[src/rtl/hrht_pkg.sv]
// ----------------------------------------------------------------------------
// hrht_pkg
// Types, codes and helper functions shared by the request head tokenizer.
// ----------------------------------------------------------------------------
package hrht_pkg;

   typedef enum logic [2:0] {
      PH_METHOD,
      PH_URL,
      PH_PROTO,
      PH_LINE,
      PH_NAME,
      PH_VALUE,
      PH_DONE,
      PH_FAIL
   } phase_type;

   typedef enum logic [1:0] {
      ESC_NONE,
      ESC_HIGH,
      ESC_LOW,
      ESC_LOW_BAD
   } esc_type;

   localparam logic [2:0] KIND_METHOD   = 3'd0;
   localparam logic [2:0] KIND_URL      = 3'd1;
   localparam logic [2:0] KIND_PROTOCOL = 3'd2;
   localparam logic [2:0] KIND_NAME     = 3'd3;
   localparam logic [2:0] KIND_VALUE    = 3'd4;

   localparam logic [1:0] STATUS_RUN      = 2'd0;
   localparam logic [1:0] STATUS_DONE     = 2'd1;
   localparam logic [1:0] STATUS_TOO_LONG = 2'd2;
   localparam logic [1:0] STATUS_BAD_EOL  = 2'd3;

   localparam logic [1:0] CSR_METHOD_LIMIT   = 2'd0;
   localparam logic [1:0] CSR_URL_LIMIT      = 2'd1;
   localparam logic [1:0] CSR_PROTOCOL_LIMIT = 2'd2;
   localparam logic [1:0] CSR_FIELD_LIMIT    = 2'd3;

   localparam logic [9:0] METHOD_LIMIT_RST   = 10'd100;
   localparam logic [9:0] URL_LIMIT_RST      = 10'd1000;
   localparam logic [9:0] PROTOCOL_LIMIT_RST = 10'd50;
   localparam logic [9:0] FIELD_LIMIT_RST    = 10'd1000;

   localparam logic [7:0] CHAR_CR      = 8'h0D;
   localparam logic [7:0] CHAR_LF      = 8'h0A;
   localparam logic [7:0] CHAR_SP      = 8'h20;
   localparam logic [7:0] CHAR_COLON   = 8'h3A;
   localparam logic [7:0] CHAR_PERCENT = 8'h25;

   typedef struct packed {
      logic [9:0] method_limit;
      logic [9:0] url_limit;
      logic [9:0] protocol_limit;
      logic [9:0] field_limit;
   } limits_type;

   typedef struct packed {
      phase_type  phase;
      logic       cr_seen;
      logic [9:0] byte_count;
      esc_type    escape_step;
      logic [3:0] escape_high;
      logic       value_started;
   } state_type;

   typedef struct packed {
      logic       has_result;
      logic [2:0] token_kind;
      logic [7:0] out_byte;
      logic       byte_valid;
      logic       token_end;
      logic [1:0] status;
      logic       bad_escape;
   } result_type;

   typedef struct packed {
      logic       ok;
      logic [3:0] val;
   } hex_type;

   function automatic hex_type hex_decode(input logic [7:0] b);
      hex_type h;
      h.ok  = 1'b1;
      h.val = 4'd0;
      if (b >= 8'h30 && b <= 8'h39) begin
         h.val = b[3:0];
      end else if ((b >= 8'h41 && b <= 8'h46) || (b >= 8'h61 && b <= 8'h66)) begin
         h.val = b[3:0] + 4'd9;
      end else begin
         h.ok = 1'b0;
      end
      return h;
   endfunction

   function automatic logic [2:0] kind_of(input phase_type p);
      logic [2:0] k;
      k = KIND_NAME;
      if (p == PH_METHOD) begin
         k = KIND_METHOD;
      end else if (p == PH_URL) begin
         k = KIND_URL;
      end else if (p == PH_PROTO) begin
         k = KIND_PROTOCOL;
      end else if (p == PH_VALUE) begin
         k = KIND_VALUE;
      end
      return k;
   endfunction

   localparam state_type STATE_RST = '{
      phase:         PH_METHOD,
      cr_seen:       1'b0,
      byte_count:    10'd0,
      escape_step:   ESC_NONE,
      escape_high:   4'd0,
      value_started: 1'b0
   };

endpackage

[src/rtl/hrht_csr.sv]
// ----------------------------------------------------------------------------
// hrht_csr
// Token length limit registers, written through a plain write port.
// ----------------------------------------------------------------------------
module hrht_csr (
   input  logic                 clock,
   input  logic                 reset,
   input  logic                 csr_we,
   input  logic [1:0]           csr_index,
   input  logic [9:0]           csr_wdata,
   output hrht_pkg::limits_type limits
);
   import hrht_pkg::*;

   limits_type limits_ff;
   limits_type limits_in;

   always_comb begin
      limits_in = limits_ff;
      if (csr_we) begin
         unique case (csr_index)
            CSR_METHOD_LIMIT:   limits_in.method_limit   = csr_wdata;
            CSR_URL_LIMIT:      limits_in.url_limit      = csr_wdata;
            CSR_PROTOCOL_LIMIT: limits_in.protocol_limit = csr_wdata;
            CSR_FIELD_LIMIT:    limits_in.field_limit    = csr_wdata;
            default:            limits_in = limits_ff;
         endcase
      end
   end

   always_ff @(posedge clock) begin
      if (reset) begin
         limits_ff.method_limit   <= METHOD_LIMIT_RST;
         limits_ff.url_limit      <= URL_LIMIT_RST;
         limits_ff.protocol_limit <= PROTOCOL_LIMIT_RST;
         limits_ff.field_limit    <= FIELD_LIMIT_RST;
      end else begin
         limits_ff <= limits_in;
      end
   end

   assign limits = limits_ff;

endmodule

[src/rtl/hrht_step.sv]
// ----------------------------------------------------------------------------
// hrht_step
// Per-byte tokenizer logic: next phase state and the result for one byte.
// ----------------------------------------------------------------------------
module hrht_step (
   input  hrht_pkg::state_type  cur,
   input  hrht_pkg::limits_type lim,
   input  logic [7:0]           in_byte,
   output hrht_pkg::state_type  nxt,
   output hrht_pkg::result_type res
);
   import hrht_pkg::*;

   logic [9:0] name_count;
   hex_type    hx;

   always_comb begin
      nxt        = cur;
      res        = '0;
      name_count = (cur.phase == PH_LINE) ? 10'd0 : cur.byte_count;
      hx         = hex_decode(in_byte);
      unique case (cur.phase) inside
         PH_METHOD: begin
            if (in_byte == CHAR_SP) begin
               nxt.phase       = PH_URL;
               nxt.byte_count  = 10'd0;
               nxt.escape_step = ESC_NONE;
               res.has_result  = 1'b1;
               res.token_kind  = KIND_METHOD;
               res.token_end   = 1'b1;
            end else if (cur.byte_count >= lim.method_limit) begin
               nxt.phase      = PH_FAIL;
               nxt.cr_seen    = 1'b0;
               res.has_result = 1'b1;
               res.token_kind = KIND_METHOD;
               res.status     = STATUS_TOO_LONG;
            end else begin
               nxt.byte_count = cur.byte_count + 10'd1;
               res.has_result = 1'b1;
               res.token_kind = KIND_METHOD;
               res.out_byte   = in_byte;
               res.byte_valid = 1'b1;
            end
         end
         PH_URL: begin
            if (in_byte == CHAR_SP) begin
               nxt.phase       = PH_PROTO;
               nxt.byte_count  = 10'd0;
               nxt.cr_seen     = 1'b0;
               nxt.escape_step = ESC_NONE;
               res.has_result  = 1'b1;
               res.token_kind  = KIND_URL;
               res.token_end   = 1'b1;
               res.bad_escape  = (cur.escape_step != ESC_NONE);
            end else if (cur.byte_count >= lim.url_limit) begin
               nxt.phase      = PH_FAIL;
               nxt.cr_seen    = 1'b0;
               res.has_result = 1'b1;
               res.token_kind = KIND_URL;
               res.status     = STATUS_TOO_LONG;
            end else begin
               nxt.byte_count = cur.byte_count + 10'd1;
               case (cur.escape_step)
                  ESC_NONE: begin
                     if (in_byte == CHAR_PERCENT) begin
                        nxt.escape_step = ESC_HIGH;
                     end else begin
                        res.has_result = 1'b1;
                        res.token_kind = KIND_URL;
                        res.out_byte   = in_byte;
                        res.byte_valid = 1'b1;
                     end
                  end
                  ESC_HIGH: begin
                     nxt.escape_high = hx.ok ? hx.val : in_byte[3:0];
                     nxt.escape_step = hx.ok ? ESC_LOW : ESC_LOW_BAD;
                  end
                  default: begin
                     nxt.escape_step = ESC_NONE;
                     res.has_result  = 1'b1;
                     res.token_kind  = KIND_URL;
                     res.out_byte    = {cur.escape_high, 4'd0}
                                       + (hx.ok ? {4'd0, hx.val} : in_byte);
                     res.byte_valid  = 1'b1;
                     res.bad_escape  = (cur.escape_step == ESC_LOW_BAD) || !hx.ok;
                  end
               endcase
            end
         end
         PH_PROTO: begin
            if (in_byte == CHAR_CR) begin
               nxt.cr_seen = 1'b1;
            end else if (in_byte == CHAR_LF && cur.cr_seen) begin
               nxt.cr_seen    = 1'b0;
               nxt.phase      = PH_LINE;
               nxt.byte_count = 10'd0;
               res.has_result = 1'b1;
               res.token_kind = KIND_PROTOCOL;
               res.token_end  = 1'b1;
            end else if (cur.byte_count >= lim.protocol_limit) begin
               nxt.phase      = PH_FAIL;
               nxt.cr_seen    = 1'b0;
               res.has_result = 1'b1;
               res.token_kind = KIND_PROTOCOL;
               res.status     = STATUS_TOO_LONG;
            end else begin
               nxt.cr_seen    = 1'b0;
               nxt.byte_count = cur.byte_count + 10'd1;
               res.has_result = 1'b1;
               res.token_kind = KIND_PROTOCOL;
               res.out_byte   = in_byte;
               res.byte_valid = 1'b1;
            end
         end
         PH_LINE, PH_NAME: begin
            if (cur.phase == PH_LINE && cur.cr_seen) begin
               nxt.cr_seen    = 1'b0;
               res.has_result = 1'b1;
               res.token_kind = KIND_NAME;
               if (in_byte == CHAR_LF) begin
                  nxt.phase  = PH_DONE;
                  res.status = STATUS_DONE;
               end else begin
                  nxt.phase  = PH_FAIL;
                  res.status = STATUS_BAD_EOL;
               end
            end else if (cur.phase == PH_LINE && in_byte == CHAR_CR) begin
               nxt.cr_seen = 1'b1;
            end else if (cur.phase == PH_LINE && in_byte == CHAR_SP) begin
               // one leading space on a header line is skipped
               nxt.phase      = PH_NAME;
               nxt.byte_count = 10'd0;
            end else if (in_byte == CHAR_COLON) begin
               nxt.phase         = PH_VALUE;
               nxt.byte_count    = 10'd0;
               nxt.value_started = 1'b0;
               nxt.cr_seen       = 1'b0;
               res.has_result    = 1'b1;
               res.token_kind    = KIND_NAME;
               res.token_end     = 1'b1;
            end else if (name_count >= lim.field_limit) begin
               nxt.phase      = PH_FAIL;
               nxt.cr_seen    = 1'b0;
               res.has_result = 1'b1;
               res.token_kind = KIND_NAME;
               res.status     = STATUS_TOO_LONG;
            end else begin
               nxt.phase      = PH_NAME;
               nxt.byte_count = name_count + 10'd1;
               res.has_result = 1'b1;
               res.token_kind = KIND_NAME;
               res.out_byte   = in_byte;
               res.byte_valid = 1'b1;
            end
         end
         PH_VALUE: begin
            if (in_byte == CHAR_CR) begin
               nxt.cr_seen = 1'b1;
            end else if (in_byte == CHAR_LF && cur.cr_seen) begin
               nxt.cr_seen       = 1'b0;
               nxt.phase         = PH_LINE;
               nxt.byte_count    = 10'd0;
               nxt.value_started = 1'b0;
               res.has_result    = 1'b1;
               res.token_kind    = KIND_VALUE;
               res.token_end     = 1'b1;
            end else if (cur.byte_count >= lim.field_limit) begin
               nxt.phase      = PH_FAIL;
               nxt.cr_seen    = 1'b0;
               res.has_result = 1'b1;
               res.token_kind = kind_of(cur.phase);
               res.status     = STATUS_TOO_LONG;
            end else begin
               nxt.cr_seen    = 1'b0;
               nxt.byte_count = cur.byte_count + 10'd1;
               if (!cur.value_started) begin
                  // first value byte is dropped
                  nxt.value_started = 1'b1;
               end else begin
                  res.has_result = 1'b1;
                  res.token_kind = KIND_VALUE;
                  res.out_byte   = in_byte;
                  res.byte_valid = 1'b1;
               end
            end
         end
         default: begin
            nxt = cur;
         end
      endcase
   end

endmodule

[src/rtl/hrht_out.sv]
// ----------------------------------------------------------------------------
// hrht_out
// Result register driving the response stream.
// ----------------------------------------------------------------------------
module hrht_out (
   input  logic                 clock,
   input  logic                 reset,
   input  logic                 push,
   input  hrht_pkg::result_type res,
   output logic                 can_take,
   output logic                 rsp_tvalid,
   input  logic                 rsp_tready,
   output logic [15:0]          rsp_tdata,
   output logic [3:0]           rsp_tuser,
   output logic                 rsp_tlast
);
   import hrht_pkg::*;

   logic       valid_ff;
   logic       valid_in;
   result_type res_ff;

   assign can_take = !valid_ff || rsp_tready;

   always_comb begin
      if (push) begin
         valid_in = 1'b1;
      end else if (rsp_tready) begin
         valid_in = 1'b0;
      end else begin
         valid_in = valid_ff;
      end
   end

   always_ff @(posedge clock) begin
      if (reset) begin
         valid_ff <= 1'b0;
      end else begin
         valid_ff <= valid_in;
      end
   end

   always_ff @(posedge clock) begin
      if (push) begin
         res_ff <= res;
      end
   end

   assign rsp_tvalid = valid_ff;
   assign rsp_tdata  = {5'd0, res_ff.bad_escape, res_ff.status, res_ff.out_byte};
   assign rsp_tuser  = {res_ff.byte_valid, res_ff.token_kind};
   assign rsp_tlast  = res_ff.token_end;

endmodule

[src/rtl/http_request_head_tokenizer.sv]
// ----------------------------------------------------------------------------
// http_request_head_tokenizer
// Splits an HTTP request head into tagged token bytes, end marks and status results.
// ----------------------------------------------------------------------------
// path: input register, combinational phase update, result register, response side
// throughput: one byte per cycle, set by the phase update, while results are taken
// a byte that yields no result still takes one slot in the input register
// reset: phase state returns to method, limits return to 100/1000/50/1000,
// both pipeline registers empty
module http_request_head_tokenizer (
   input  logic        clock,
   input  logic        reset,
   input  logic        req_tvalid,
   output logic        req_tready,
   input  logic [7:0]  req_tdata,   // [7:0] in_byte
   output logic        rsp_tvalid,
   input  logic        rsp_tready,
   output logic [15:0] rsp_tdata,   // [7:0] out_byte, [9:8] status, [10] bad_escape
   output logic [3:0]  rsp_tuser,   // [2:0] token_kind, [3] byte_valid
   output logic        rsp_tlast,   // token_end
   input  logic        csr_we,
   input  logic [1:0]  csr_index,
   input  logic [9:0]  csr_wdata
);
   import hrht_pkg::*;

   limits_type limits;
   state_type  state_ff;
   state_type  state_in;
   state_type  state_nxt;
   result_type res;
   logic       in_valid_ff;
   logic       in_valid_in;
   logic [7:0] in_byte_ff;
   logic       can_take;
   logic       advance;
   logic       push;

   hrht_csr u_csr (
      .clock     (clock),
      .reset     (reset),
      .csr_we    (csr_we),
      .csr_index (csr_index),
      .csr_wdata (csr_wdata),
      .limits    (limits)
   );

   hrht_step u_step (
      .cur     (state_ff),
      .lim     (limits),
      .in_byte (in_byte_ff),
      .nxt     (state_nxt),
      .res     (res)
   );

   assign advance    = in_valid_ff && (!res.has_result || can_take);
   assign push       = advance && res.has_result;
   assign req_tready = !in_valid_ff || advance;

   always_comb begin
      if (req_tvalid && req_tready) begin
         in_valid_in = 1'b1;
      end else if (advance) begin
         in_valid_in = 1'b0;
      end else begin
         in_valid_in = in_valid_ff;
      end
      state_in = advance ? state_nxt : state_ff;
   end

   always_ff @(posedge clock) begin
      if (reset) begin
         in_valid_ff <= 1'b0;
         state_ff    <= STATE_RST;
      end else begin
         in_valid_ff <= in_valid_in;
         state_ff    <= state_in;
      end
   end

   always_ff @(posedge clock) begin
      if (req_tvalid && req_tready) begin
         in_byte_ff <= req_tdata;
      end
   end

   hrht_out u_out (
      .clock      (clock),
      .reset      (reset),
      .push       (push),
      .res        (res),
      .can_take   (can_take),
      .rsp_tvalid (rsp_tvalid),
      .rsp_tready (rsp_tready),
      .rsp_tdata  (rsp_tdata),
      .rsp_tuser  (rsp_tuser),
      .rsp_tlast  (rsp_tlast)
   );

endmodule

[config.mk]
export PLATFORM = sky130hd
export DESIGN_NAME = http_request_head_tokenizer
export DESIGN_NICKNAME = d
export VERILOG_FILES = /design/src/rtl/hrht_pkg.sv /design/src/rtl/hrht_csr.sv /design/src/rtl/hrht_step.sv /design/src/rtl/hrht_out.sv /design/src/rtl/http_request_head_tokenizer.sv
export SDC_FILE = /design/constraint.sdc
export NUM_CORES = 1
export LEC_CHECK = 0
export BUFFER_PORTS_ARGS = -buffer_cell sky130_fd_sc_hd__buf_2
export CORE_MARGIN = 2
export CORE_UTILIZATION = 50
export DETAILED_ROUTE_END_ITERATION = 8
export GPL_ROUTABILITY_DRIVEN = 0
export HOLD_SLACK_MARGIN = 0.15
export PLACE_DENSITY_LB_ADDON = 0.05
export SLEW_MARGIN = 20
export SYNTH_ARGS = -nofsm -noshare
export SYNTH_HDL_FRONTEND = slang
export SYNTH_SLANG_ARGS = --single-unit
[constraint.sdc]
create_clock -name clock -period 5.65 [get_ports clock]
set_clock_uncertainty 0.05 [all_clocks]
set_input_delay 0.2825 -clock clock [delete_from_list [all_inputs] [get_ports clock]]
set_output_delay 0.2825 -clock clock [all_outputs]
set_load 0.02 [all_outputs]
**Word level (Yosys, flattened, before mapping)**

Index checks and enable logic that the tools add are counted.

- Register bits: 87
- Input bits: 25

- Add/subtract/negate cells: 4
- $lt $le $gt $ge: 11
- Equality and inequality tests: 37
- Muxes and demuxes: 101
- Bitwise gates (word level): 2
- Reduce and logical (&&, ||, !) cells: 40

Operators by type and width:

| kind | number |
|---|---|
| $mux W10 | 12 |
| $mux W16 | 6 |
| $mux W9 | 10 |
| $pmux W16 S5 | 1 |
| $pmux W14 S5 | 1 |
| $ge A10 B10 Y1 | 5 |
| $mux W4 | 12 |
| $mux W14 | 3 |
| $mux W2 | 15 |
| $mux W1 | 27 |
| $mux W13 | 2 |
| $pmux W13 S2 | 1 |
| $eq A8 B6 Y1 const B | 3 |
| $mux W3 | 7 |
| $add A10 B1 Y10 const B | 2 |
| $eq A8 B4 Y1 const B | 2 |
| $ge A8 B7 Y1 const B | 2 |
| $le A8 B7 Y1 const B | 2 |
| $ne A2 B2 Y1 const B | 8 |
| $ne A3 B2 Y1 const B | 4 |
| $ne A3 B3 Y1 const B | 4 |
| $reduce_and A11 Y1 | 1 |
| $logic_and A1 B1 Y1 | 10 |
| $reduce_and A5 Y1 | 2 |
| other kinds (29) | 53 |

**Depth between registers and ports, before layout**

Gate-level depths: netlist of the first run.

- Depth in word-level cells: 17
- Depth in mapped cells: 15
- Gate-level depth less buffers: 12

**Modules after synthesis**

Synthesis of the first run repeated with hierarchy kept, for this count alone.

- Cell total of the unflattened synthesis: 759
- Area total of the unflattened synthesis: 6493.7 µm²

Modules (own cells, without submodules):

| module | times used | cells an instance | area each (µm²) | sequential area each (µm²) |
|---|---|---|---|---|
| hrht_step | 1 | 473 | 3078.0 | 0.0 |
| hrht_csr | 1 | 154 | 1599.0 | 800.8 |
| http_request_head_tokenizer | 1 | 106 | 1248.7 | 680.7 |
| hrht_out | 1 | 26 | 568.0 | 500.5 |

**Least setup slack after synthesis of the first run**

Ideal clock, no wire load.

- Kind: flip-flop to flip-flop
- Start: reg state_ff[19] (netlist bit)
- End: reg state_ff[11] (netlist bit)
- Setup time: 0.079 ns
- Data arrival time: 3.399 ns
- Data required time: 5.521 ns
- Setup slack: 2.121 ns
- Stages on the path, launching flop included: 14
- Path buffers: 2
- Clock period less this slack: 3.529 ns
- Path through: dfxtp_1 clkinv_1 or2_2 clkbuf_1 and2_1 ha_1 a2111oi_0 o211ai_1 o211ai_1 o211ai_1 or4b_1 buf_2 or3_1 a211oi_2

- Longest elaborated chain between the ends: 10
- Elaborated cells between the ends (all ways): 37

Ends and longest elaborated chain:

| element | RTL line | text |
|---|---|---|
| start, declared | http_request_head_tokenizer.sv:28 | `state_type state_ff;` |
| start signal, assigned | http_request_head_tokenizer.sv:77 | `state_ff <= state_in;` |
| parallel branches: the longest is 10 deep, another holds $add A10 B1 Y10 | - |  |

Parallel ways; which one is timed is not known. The select of a mux whose other input is x is not followed.
A chain may end at the register's enable or synchronous reset.

**Final worst setup path of the first run**

Ends and elaborated chain as after synthesis.

==> results.toml, run 1 <==
[timing]
hold_viol_final = 0
final.period_utilization = 0.875
report.final.slew_viol_count = 0
timing.final.crit_period_ns = 4.95
max_slew_margin = 0.337
fmaxAchievable_ghz = 0.202
fin_tns_setup_ns = 0
worstMarginPinSlew_ns = 0.994
setup_viol_count_final = 0
grt_setup_unrepaired = "no"

[detailed_routing]
starting_drc_count_in_detailed_routing = 388
wl_um = 14900
drc = 0
vias = 5098
drt_first_pass_iters = 4
route.detailed.vias_per_inst = 6.00
avgRoutedWirePerCell_um = 17.6
final_antenna_net_count = 0

[worst_setup_path]
worst_r2r_endpoint = "state_ff[11]$_SDFFE_PP0P_"
critPathLaunchType = "flip-flop"
library_cell_appearing_most_often_on_the_critical_path = "o211ai_1"
criticalPathCategory = "reg2reg"
crit_path_cells = "clkinv_1, nor2_1, nor2_1, ha_1, a2111oi_0, o211ai_1, o211ai_1, o211ai_1, or4b_1, or3_1, a211oi_2"
end_kind = "flip-flop"
max_fanout_on_critical_path = 21
ff2ff_setup_slack_ns = 0.70
worst_setup_path_endpoint = "state_ff[11]$_SDFFE_PP0P_"
cp_data_required_time_ns = 5.87
crit_path_top_delay_cell = "or4b_1"
crit-reg2reg-launch = "state_ff[19]$_SDFFE_PP0P_"
crit_path_start = "state_ff[19]$_SDFFE_PP0P_"
crit_arrival_ns = 5.17
worst_r2r_path_depth = 11
crit_path_max_incr_delay_ns = 0.77

[clock_network]
htree_levels = 3
cts-root-buf = "clkbuf_16"
tritoncts = "built"
clock_insertion_delay_worst_skew_ns = 0.35
clkSlewWorstSetupHoldPaths_ns = 0.07
clock_path_buffers = 2
hold_buffers = 9
clock-sinks = 87
post-cts-setup-buffer-count = 0
num_cts_buffers = 9
post_cts_resized = 0

[power_and_ir_drop]
ir_worst_vdd_mv = 0.161
total_leakage_power_uw = 0.00263
total_design_power_uw = 1490
power_per_cell_area_nw_per_um2 = 235

[synthesis]
synth_simple_gate_area_share = 0.202
synth_edf_count = 24
synth_sequential_area_ratio = 0.351
synth.cell_area_um2 = 5650
syn_area_per_cell_um2 = 8.41
synthesized_instance_count = 671
synth_flop_cell = "dfxtp_1"
synthMuxAreaShare = 0.0126
synth_top_family_by_area = "compound AO/OA/AOI/OAI gates"
synth_adder_area_share = 0.134
synth_async_sr_flop_share = 0
fraction_of_synthesized_cell_area_in_xor_and_xnor_cells = 0.00931
complex_gate_fraction_of_the_synthesized_area = 0.228
yosys_register_bits = 87
netlist-cell-type-count = 66
number_of_synthesis_warnings = 0

[hold_path]
hold_class = "in2reg"
worstHoldStart = "csr_wdata[2]"

[placement]
io_buffers = 42
place.detailed.hpwl_um = 10800

[final_layout]
multi_input_area_um2 = 3340
drive_above_1_share = 0.100
final_common_cell = "nand2_1"
area_growth_syn_to_layout_pct = 12.2
final-seq-area_um2 = 1980
total_of_fill_cells_in_the_finished_design = 998
most-common-layout-cells = "nand2_1 (97), dfxtp_1 (63), a21oi_1 (60)"
nNetsFinal = 790
n_antenna_cell = 0

[flow_run]
cap_violations = 0

[global_routing]
maximum_number_of_pins_on_one_net_before_global_route_repair = 46
gr-usage-all-layers = 0.263
grt-ovfl-total = 0
initial_antenna_violation_count = 0
global_route_wire_length_before_repair_um = 24500
first_global_vias = 4772

[die]
floorplan.initialDensity = 0.516
floorplan.die_area_um2 = 12200
floorplan.die.height_um = 110
num_rows = 38
core_area_um2 = 10900
design.portCount = 48
die-width_um = 110

[outcome]
run_status = "finished clean"
-- per-layer routing --
layer	track usage	share of wire	vias to the layer above
met4	0.0848	0.016	0
met2	0.407	0.45	173
met5	0	0	-
li1	-	-	2509
met3	0.0482	0.066	22
met1	0.372	0.47	2394
-- synth_stat cells (3+ instances only) --
cell type,instances,area [µm²]
o211ai_1,26,195
o32ai_1,5,43.8
and2_1,11,68.8
nor3_1,9,45.0
edfxtp_1,24,721
a21o_1,5,37.5
nor2_1,38,143
clkbuf_1,27,101
a211oi_1,7,52.6
a32o_1,5,50.1
o21a_1,3,22.5
and3_1,9,56.3
dfxtp_1,63,1260
a2111oi_0,4,35.0
nand2b_1,10,62.6
or3_1,5,31.3
ha_1,59,738
a22oi_1,7,52.6
a21oi_1,60,300
and4_1,4,35.0
o221ai_1,3,26.3
or2_2,3,18.8
nand2_1,97,364
o22ai_1,5,31.3
nor3b_1,6,45.0
nand3_1,17,85.1
a221oi_1,5,43.8
nand3b_1,4,30.0
inv_1,51,191
o21ai_0,24,120
a211o_1,4,35.0
xnor2_1,4,35.0
nand4_1,3,18.8
nor2b_1,8,50.1
mux2i_1,6,60.1
a31oi_1,6,37.5
buf_4,5,37.5
-- worst min path at each step --
stage / to / cells past startpoint / slack (ns)
5_1_grt: u_csr.limits[22]$_SDFFE_PP0P_ / 3 / 0.16
3_3_place_gp: u_csr.limits[19]$_SDFFE_PP0P_ / 2 / 0.39
3_5_place_dp: u_csr.limits[33]$_SDFFE_PP0P_ / 2 / 0.40
4_1_cts: u_csr.limits[12]$_SDFFE_PP0P_ / 3 / 0.15
2_1_floorplan: in_byte_ff[0]$_DFFE_PP_ / 0 / 0.33
6_report: u_csr.limits[22]$_SDFFE_PP0P_ / 3 / 0.16
-- area by class of cell --
class	count	share of cell area
multi-input combinational	501	0.527
sequential	87	0.313
timing repair buffer	54	0.0510
clock buffer	10	0.0362
inverter	52	0.0308
tap	140	0.0277
clock inverter	6	0.0144
-- logic make-up (layout without fill, tap and decap cells) --
logic type / after synthesis / after routing
simple gates: 233 / 233
compound gates: 190 / 190
flops: 87 / 87
buf+inv: 87 / 122
fa+ha+maj: 60 / 60
mux: 7 / 7
xor+xnor: 6 / 6
other cells: 1 / 5
-- sequential cells by signal, indices dropped and copies added, names as in the netlist --
signal	cells
u_csr.limits	40
state_ff	21
u_out.rsp_tdata	11
u_out.rsp_tlast	1
u_out.rsp_tuser	4
in_byte_ff	8
in_valid_ff	1
u_out.rsp_tvalid	1
-- power breakdown --
group	leakage, µW	internal, µW	switching [µW]
logic	0.00173	55.7	92.0
registers	0.000740	665	18.0
clock network	0.000158	392	263
-- critical path, delay by kind of cell, from the launching register on --
| kind | cells | cell delay [ns] |
|---|---|---|
| and+or+nand+nor | 4 | 1.99 |
| buffers and inverters | 1 | 0.41 |
| DFF | 1 | 0.75 |
| adders and majority gates | 1 | 0.31 |
| AOI/OAI and AO/OA | 5 | 1.33 |
-- stage by stage --
step | instance area, µm² | utilization | hold WS [ns] | cells | setup WS, ns
3_3_place_gp | 5920 | 0.541 | 0.394 | 825 | 1.09
5_1_grt | 6330 | 0.579 | 0.163 | 850 | 0.367
2_1_floorplan | 5660 | - | 0.331 | 675 | 2.12
6_report | 6330 | 0.579 | 0.156 | 850 | 0.705
3_5_place_dp | 5920 | 0.541 | 0.399 | 825 | 0.802
4_1_cts | 6330 | 0.579 | 0.151 | 850 | 0.788
Note: power is estimated with default switching activity, not from simulation.
==> run 2: changes to the inputs <==
--- a/config.mk
+++ b/config.mk
@@ -7,11 +7,10 @@
 export LEC_CHECK = 0
 export BUFFER_PORTS_ARGS = -buffer_cell sky130_fd_sc_hd__buf_2
 export CORE_MARGIN = 2
-export CORE_UTILIZATION = 50
+export CORE_UTILIZATION = 35
 export DETAILED_ROUTE_END_ITERATION = 8
 export GPL_ROUTABILITY_DRIVEN = 0
 export HOLD_SLACK_MARGIN = 0.15
-export PLACE_DENSITY_LB_ADDON = 0.05
 export SLEW_MARGIN = 20
 export SYNTH_ARGS = -nofsm -noshare
 export SYNTH_HDL_FRONTEND = slang
==> run 2 against run 1 <==
  * Sequential power hardly changed
  * First-iteration DRC count is 7.2% higher
  * Sequential cell count stayed put
  * Critical endpoint unchanged
  * Clock power is 8.5% lower
  * Total power is 3.5% lower
==> results.toml, run 2 (synthesis results as in run 1) <==
[final_layout]
fin_area_um2 = 6390
area_growth_syn_to_layout_pct = 13.1
drive_above_1_share = 0.0973
final_common_cell = "nand2_1"
most-common-layout-cells = "nand2_1 (97), dfxtp_1 (63), a21oi_1 (60)"
n_antenna_cell = 0
nNetsFinal = 789
largest_register_ffs = 40

[clock_network]
htree_levels = 3
clkSlewWorstSetupHoldPaths_ns = 0.07
clock_insertion_delay_worst_skew_ns = 0.35
clock-sinks = 87
clock_path_buffers = 2
cts-root-buf = "clkbuf_16"
tritoncts = "built"
num_cts_buffers = 9

[outcome]
run_status = "finished clean"

[timing]
timing.final.crit_period_ns = 4.91
final.period_utilization = 0.869
worst_setup_slack_final_ns = 0.738
max_slew_margin = 0.263
grt_setup_unrepaired = "no"
setup_viol_count_final = 0
fin_tns_setup_ns = 0
report.final.slew_viol_count = 0
fmaxAchievable_ghz = 0.204
hold_viol_final = 0
worstMarginPinSlew_ns = 1.10
worst_hold_slack_ns = 0.168

[hold_path]
holdPathStages = 3
hold_class = "in2reg"

[die]
die-width_um = 131
core_area_um2 = 15800
floorplan.die.height_um = 131
floorplan.initialDensity = 0.357
floorplan.die_area_um2 = 17200
num_rows = 46
design.portCount = 48

[detailed_routing]
starting_drc_count_in_detailed_routing = 416
avgRoutedWirePerCell_um = 17.0
route.detailed.vias_per_inst = 5.56
wl_um = 15700
drc = 0
drt_first_pass_iters = 8
final_antenna_net_count = 0
vias = 5145

[placement]
place_worst_setup_slack_ns = 0.858
place.detailed.hpwl_um = 11600
io_buffers = 42
placedInstanceArea_um2 = 6000

[worst_setup_path]
max_fanout_on_critical_path = 21
critPathLaunchType = "flip-flop"
end_kind = "flip-flop"
criticalPathCategory = "reg2reg"
crit_arrival_ns = 5.12
cp_data_required_time_ns = 5.86
worst_r2r_path_depth = 11

[power_and_ir_drop]
total_leakage_power_uw = 0.00261
power_per_cell_area_nw_per_um2 = 224
ir_worst_vdd_mv = 0.123
total_design_power_uw = 1430

[global_routing]
initial_antenna_violation_count = 0
first_global_vias = 4857
maximum_number_of_pins_on_one_net_before_global_route_repair = 46
global_route_wire_length_before_repair_um = 25100
gr-usage-all-layers = 0.188
grt-ovfl-total = 0

[flow_run]
cap_violations = 0
## run 2: area by class of cell
type | instances | area [µm²]
multi-input combinational | 501 | 3330
fill | 1616 | 9440
clock inverter | 5 | 57.6
inverter | 52 | 195
timing repair buffer | 53 | 315
sequential | 87 | 1980
clock buffer | 11 | 234
tap | 216 | 270
## run 2: repair_timing
item,in CTS,in global routing
resized for setup,0,0
hold buffers,9,0
setup buffers,0,0
endpoints found under the hold margin,9,0
## run 2: final timing paths
check,startpoint,endpoint,slack (ns)
min,csr_wdata[4],u_csr.limits[24]$_SDFFE_PP0P_,0.17
min reg2reg,u_csr.limits[2]$_SDFFE_PP0P_,u_csr.limits[2]$_SDFFE_PP0P_,0.41
max reg2reg,state_ff[19]$_SDFFE_PP0P_,state_ff[11]$_SDFFE_PP0P_,0.74
max,state_ff[19]$_SDFFE_PP0P_,state_ff[11]$_SDFFE_PP0P_,0.74
## run 2: power by group
group	internal (µW)	total (µW)	switching [µW]
clock	345	599	254
combinational	56.0	150	93.7
sequential	665	685	19.1
## run 2: metrics by stage
step	cells	util
floorplan	675	-
global placement	900	0.379
detailed placement	900	0.379
CTS	925	0.403
global route	925	0.403
finish	925	0.403
## run 2: routing by layer
metal / vias to the layer above / track usage / wire (µm)
met5: - / 0 / 0
met4: 0 / 0.0832 / 552
met3: 54 / 0.0387 / 1240
met2: 245 / 0.289 / 6890
met1: 2347 / 0.255 / 7010
li1: 2499 / - / -
## run 2: worst max-delay path, stage by stage (launching register included)
cell       delay, ns
dfxtp_1         0.73
clkinv_1        0.43
nor2_1          0.63
nor2_1          0.09
ha_1            0.31
a2111oi_0       0.60
o211ai_1        0.19
o211ai_1        0.22
o211ai_1        0.14
or4b_1          0.74
or3_1           0.48
a211oi_2        0.21
==> run 3: changes to the inputs <==
--- a/config.mk
+++ b/config.mk
@@ -6,6 +6,7 @@
 export NUM_CORES = 1
 export LEC_CHECK = 0
 export BUFFER_PORTS_ARGS = -buffer_cell sky130_fd_sc_hd__buf_2
+export CORE_ASPECT_RATIO = 2
 export CORE_MARGIN = 2
 export CORE_UTILIZATION = 35
 export DETAILED_ROUTE_END_ITERATION = 8
@@ -14,4 +15,5 @@
 export SLEW_MARGIN = 20
 export SYNTH_ARGS = -nofsm -noshare
 export SYNTH_HDL_FRONTEND = slang
+export SYNTH_HIERARCHICAL = 1
 export SYNTH_SLANG_ARGS = --single-unit
==> run 3 against run 2 <==
  * Utilization is 0.75 points lower
  * Count of clock-buffer cells in the layout is 2 lower
  * Fmax is 17% higher
  * Cell count is 9.8% higher
  * Sequential cell count stayed put
  * Critical path type unchanged
==> results.toml, run 3 <==
[power_and_ir_drop]
share_of_total_power_in_combinational_logic = 0.103
power.switching_fraction = 0.247
ir_worst_vdd_mv = 0.172
clock_power_share = 0.417
sequentialPowerShare = 0.480
total_leakage_power_uw = 0.00315
power_per_cell_area_nw_per_um2 = 196
total_design_power_uw = 1410
internal_power_uw = 1060
power.net_switching_uw = 349

[final_layout]
final-seq-area_um2 = 1980
largest_register_ffs = 40
most-common-layout-cells = "nand2b_1 (76), nor2_1 (69), dfxtp_1 (63)"
total_of_fill_cells_in_the_finished_design = 1878
instances_no_fill = 1016
nNetsFinal = 880
final_common_cell = "nand2b_1"
multi_input_area_um2 = 4110
post-route-util = 0.396
area_growth_syn_to_layout_pct = 11.1
drive_above_1_share = 0.0964

[clock_network]
num_cts_buffers = 9
clock_insertion_delay_worst_skew_ns = 0.36
tritoncts = "built"
clkSlewWorstSetupHoldPaths_ns = 0.06
clock-sinks = 87
post-cts-setup-buffer-count = 0
cts-root-buf = "clkbuf_16"
hold_buffers = 12
clock_path_buffers = 2
post_cts_resized = 0
htree_levels = 3

[die]
die-width_um = 100
core_area_um2 = 18200
num_rows = 70
floorplan.initialDensity = 0.356
floorplan.die.height_um = 197
design.portCount = 48
floorplan.die_area_um2 = 19700

[hold_path]
timing.hold.worst_endpoint = "in_valid_ff$_SDFFE_PP0P_"
worstHoldStart = "req_tvalid"
holdPathStages = 3
hold_class = "in2reg"

[detailed_routing]
drt_first_pass_iters = 5
vias = 5586
route.detailed.vias_per_inst = 5.50
drc = 0
starting_drc_count_in_detailed_routing = 348
avgRoutedWirePerCell_um = 18.0
wl_um = 18300
final_antenna_net_count = 0

[synthesis]
yosysTopAreaCellShare = 0.194
synth_sequential_area_ratio = 0.305
netlist-cell-type-count = 72
synth_async_sr_flop_share = 0
synthesized_instance_count = 759
synth_flop_cell = "dfxtp_1"
number_of_synthesis_warnings = 6
synth.cells.most_frequent = "nand2b_1 (76), nor2_1 (69), dfxtp_1 (63), mux2i_1 (62), ha_1 (60)"
yosys_register_bits = 87
synth.cell_area_um2 = 6490
synth_area_leader_cell = "dfxtp_1"
syn_area_per_cell_um2 = 8.56
synth_edf_count = 24
synthMostInstantiatedCell = "nand2b_1"
synth_area_leaders = "dfxtp_1 (19%), ha_1 (12%), edfxtp_1 (11%)"

[global_routing]
gr-usage-all-layers = 0.190
maximum_number_of_pins_on_one_net_before_global_route_repair = 103
grt-ovfl-total = 0
first_global_vias = 5540
global_route_wire_length_before_repair_um = 28400
initial_antenna_violation_count = 0

[worst_setup_path]
worst_r2r_path_depth = 13
library_cell_appearing_most_often_on_the_critical_path = "nor2_1"
worst_r2r_endpoint = "state_ff[11]$_SDFFE_PP0P_"
criticalPathCategory = "reg2reg"
cp_data_required_time_ns = 5.89
crit_arrival_ns = 4.43
max_fanout_on_critical_path = 20
ff2ff_setup_slack_ns = 1.45
crit_path_max_incr_delay_ns = 0.78
critPathLaunchType = "flip-flop"
crit-reg2reg-launch = "state_ff[19]$_SDFFE_PP0P_"
end_kind = "flip-flop"
crit_path_top_delay_cell = "and3b_1"
crit_path_cells = "and3b_1, nor2b_1, ha_1, a211oi_1, nor2_1, or3_1, nor2_1, nand2_1, nor3_1, a22oi_1, o21ai_1, nand2b_1, mux2i_1"
crit_buf_inv = 0
critical_path.top_delay_family = "simple AND/OR/NAND/NOR gates"

[timing]
worst_hold_slack_ns = 0.153
setup_viol_count_final = 0
fmaxAchievable_ghz = 0.238
final.period_utilization = 0.743
worstMarginPinSlew_ns = 0.990
hold_viol_final = 0
timing.final.crit_period_ns = 4.20
report.final.slew_viol_count = 0
grt_setup_unrepaired = "no"
max_slew_margin = 0.338
fin_tns_setup_ns = 0

[flow_run]
cap_violations = 0

[placement]
dp.cells = 987
place.detailed.hpwl_um = 14200
io_buffers = 42

[outcome]
run_status = "finished clean"
## run 3: cell types whose count changed in the layout (fill, tap and decap cells not counted), moves of 4 or more
cell / change
nor2b_1: +7
nand2_1: -47
nand3_1: +7
nor2_1: +31
o32ai_1: -5
o21ai_1: +4
a211oi_1: +4
o211ai_1: -18
a21oi_1: -23
nand2b_1: +66
mux2i_1: +56
a221oi_1: -5
## run 3: cell families after synthesis
kind of cell | after synthesis | share of synthesized area
and+or+nand+nor | 298 | 0.245
buffers and inverters | 90 | 0.0636
AOI/OAI and AO/OA | 152 | 0.160
other | 1 | 0.000577
muxes | 63 | 0.0973
adders and majority gates | 61 | 0.119
DFF | 87 | 0.305
xor gates and xnor gates | 7 | 0.00944
## run 3: worst max-delay path by stage
stage                                   start                        end  slack (ns)  depth (start not counted)
floorplan           state_ff[20]$_SDFFE_PP0P_   state_ff[7]$_SDFFE_PP0P_        2.16                         17
global placement     state_ff[7]$_SDFFE_PP0P_  state_ff[15]$_SDFFE_PP0P_        1.54                         12
detailed placement   state_ff[7]$_SDFFE_PP0P_   state_ff[5]$_SDFFE_PP0P_        1.50                         12
CTS                  state_ff[7]$_SDFFE_PP0P_  state_ff[13]$_SDFFE_PP0P_        1.47                         12
global route        state_ff[19]$_SDFFE_PP0P_  state_ff[11]$_SDFFE_PP0P_        1.13                         13
finish              state_ff[19]$_SDFFE_PP0P_  state_ff[11]$_SDFFE_PP0P_        1.45                         13
## run 3: final cells by class
cell class / count / area share
clock buffer: 9 / 0.0312
sequential: 87 / 0.275
inverter: 52 / 0.0271
multi-input combinational: 586 / 0.570
tap: 216 / 0.0375
timing repair buffer: 58 / 0.0500
clock inverter: 7 / 0.00885
antenna: 1 / 0.000347
## run 3: power by group through the flow
stage	clock network, µW	logic [µW]	registers, µW
global placement	0	139	692
detailed placement	0	140	692
floorplan	0	99.2	692
finish	590	145	678
global route	624	161	681
CTS	604	148	678
## run 3: metal layers
metal / vias up / global-route usage / part of all wire
met2: 169 / 0.370 / 0.56
met3: 67 / 0.0234 / 0.032
li1: 2751 / - / -
met4: 0 / 0.145 / 0.077
met1: 2599 / 0.168 / 0.33
met5: - / 0 / 0
## run 3: per-stage QoR
step | setup WS (ns) | instance area, µm²
floorplan | 2.16 | 6510
global route | 1.13 | 7210
detailed placement | 1.50 | 6800
finish | 1.45 | 7210
CTS | 1.47 | 7210
global placement | 1.54 | 6800
## run 3: tightest hold or removal path, cell delays in order
cell and delay (ns):
buf_2 0.08, inv_1 0.05, a21oi_1 0.11
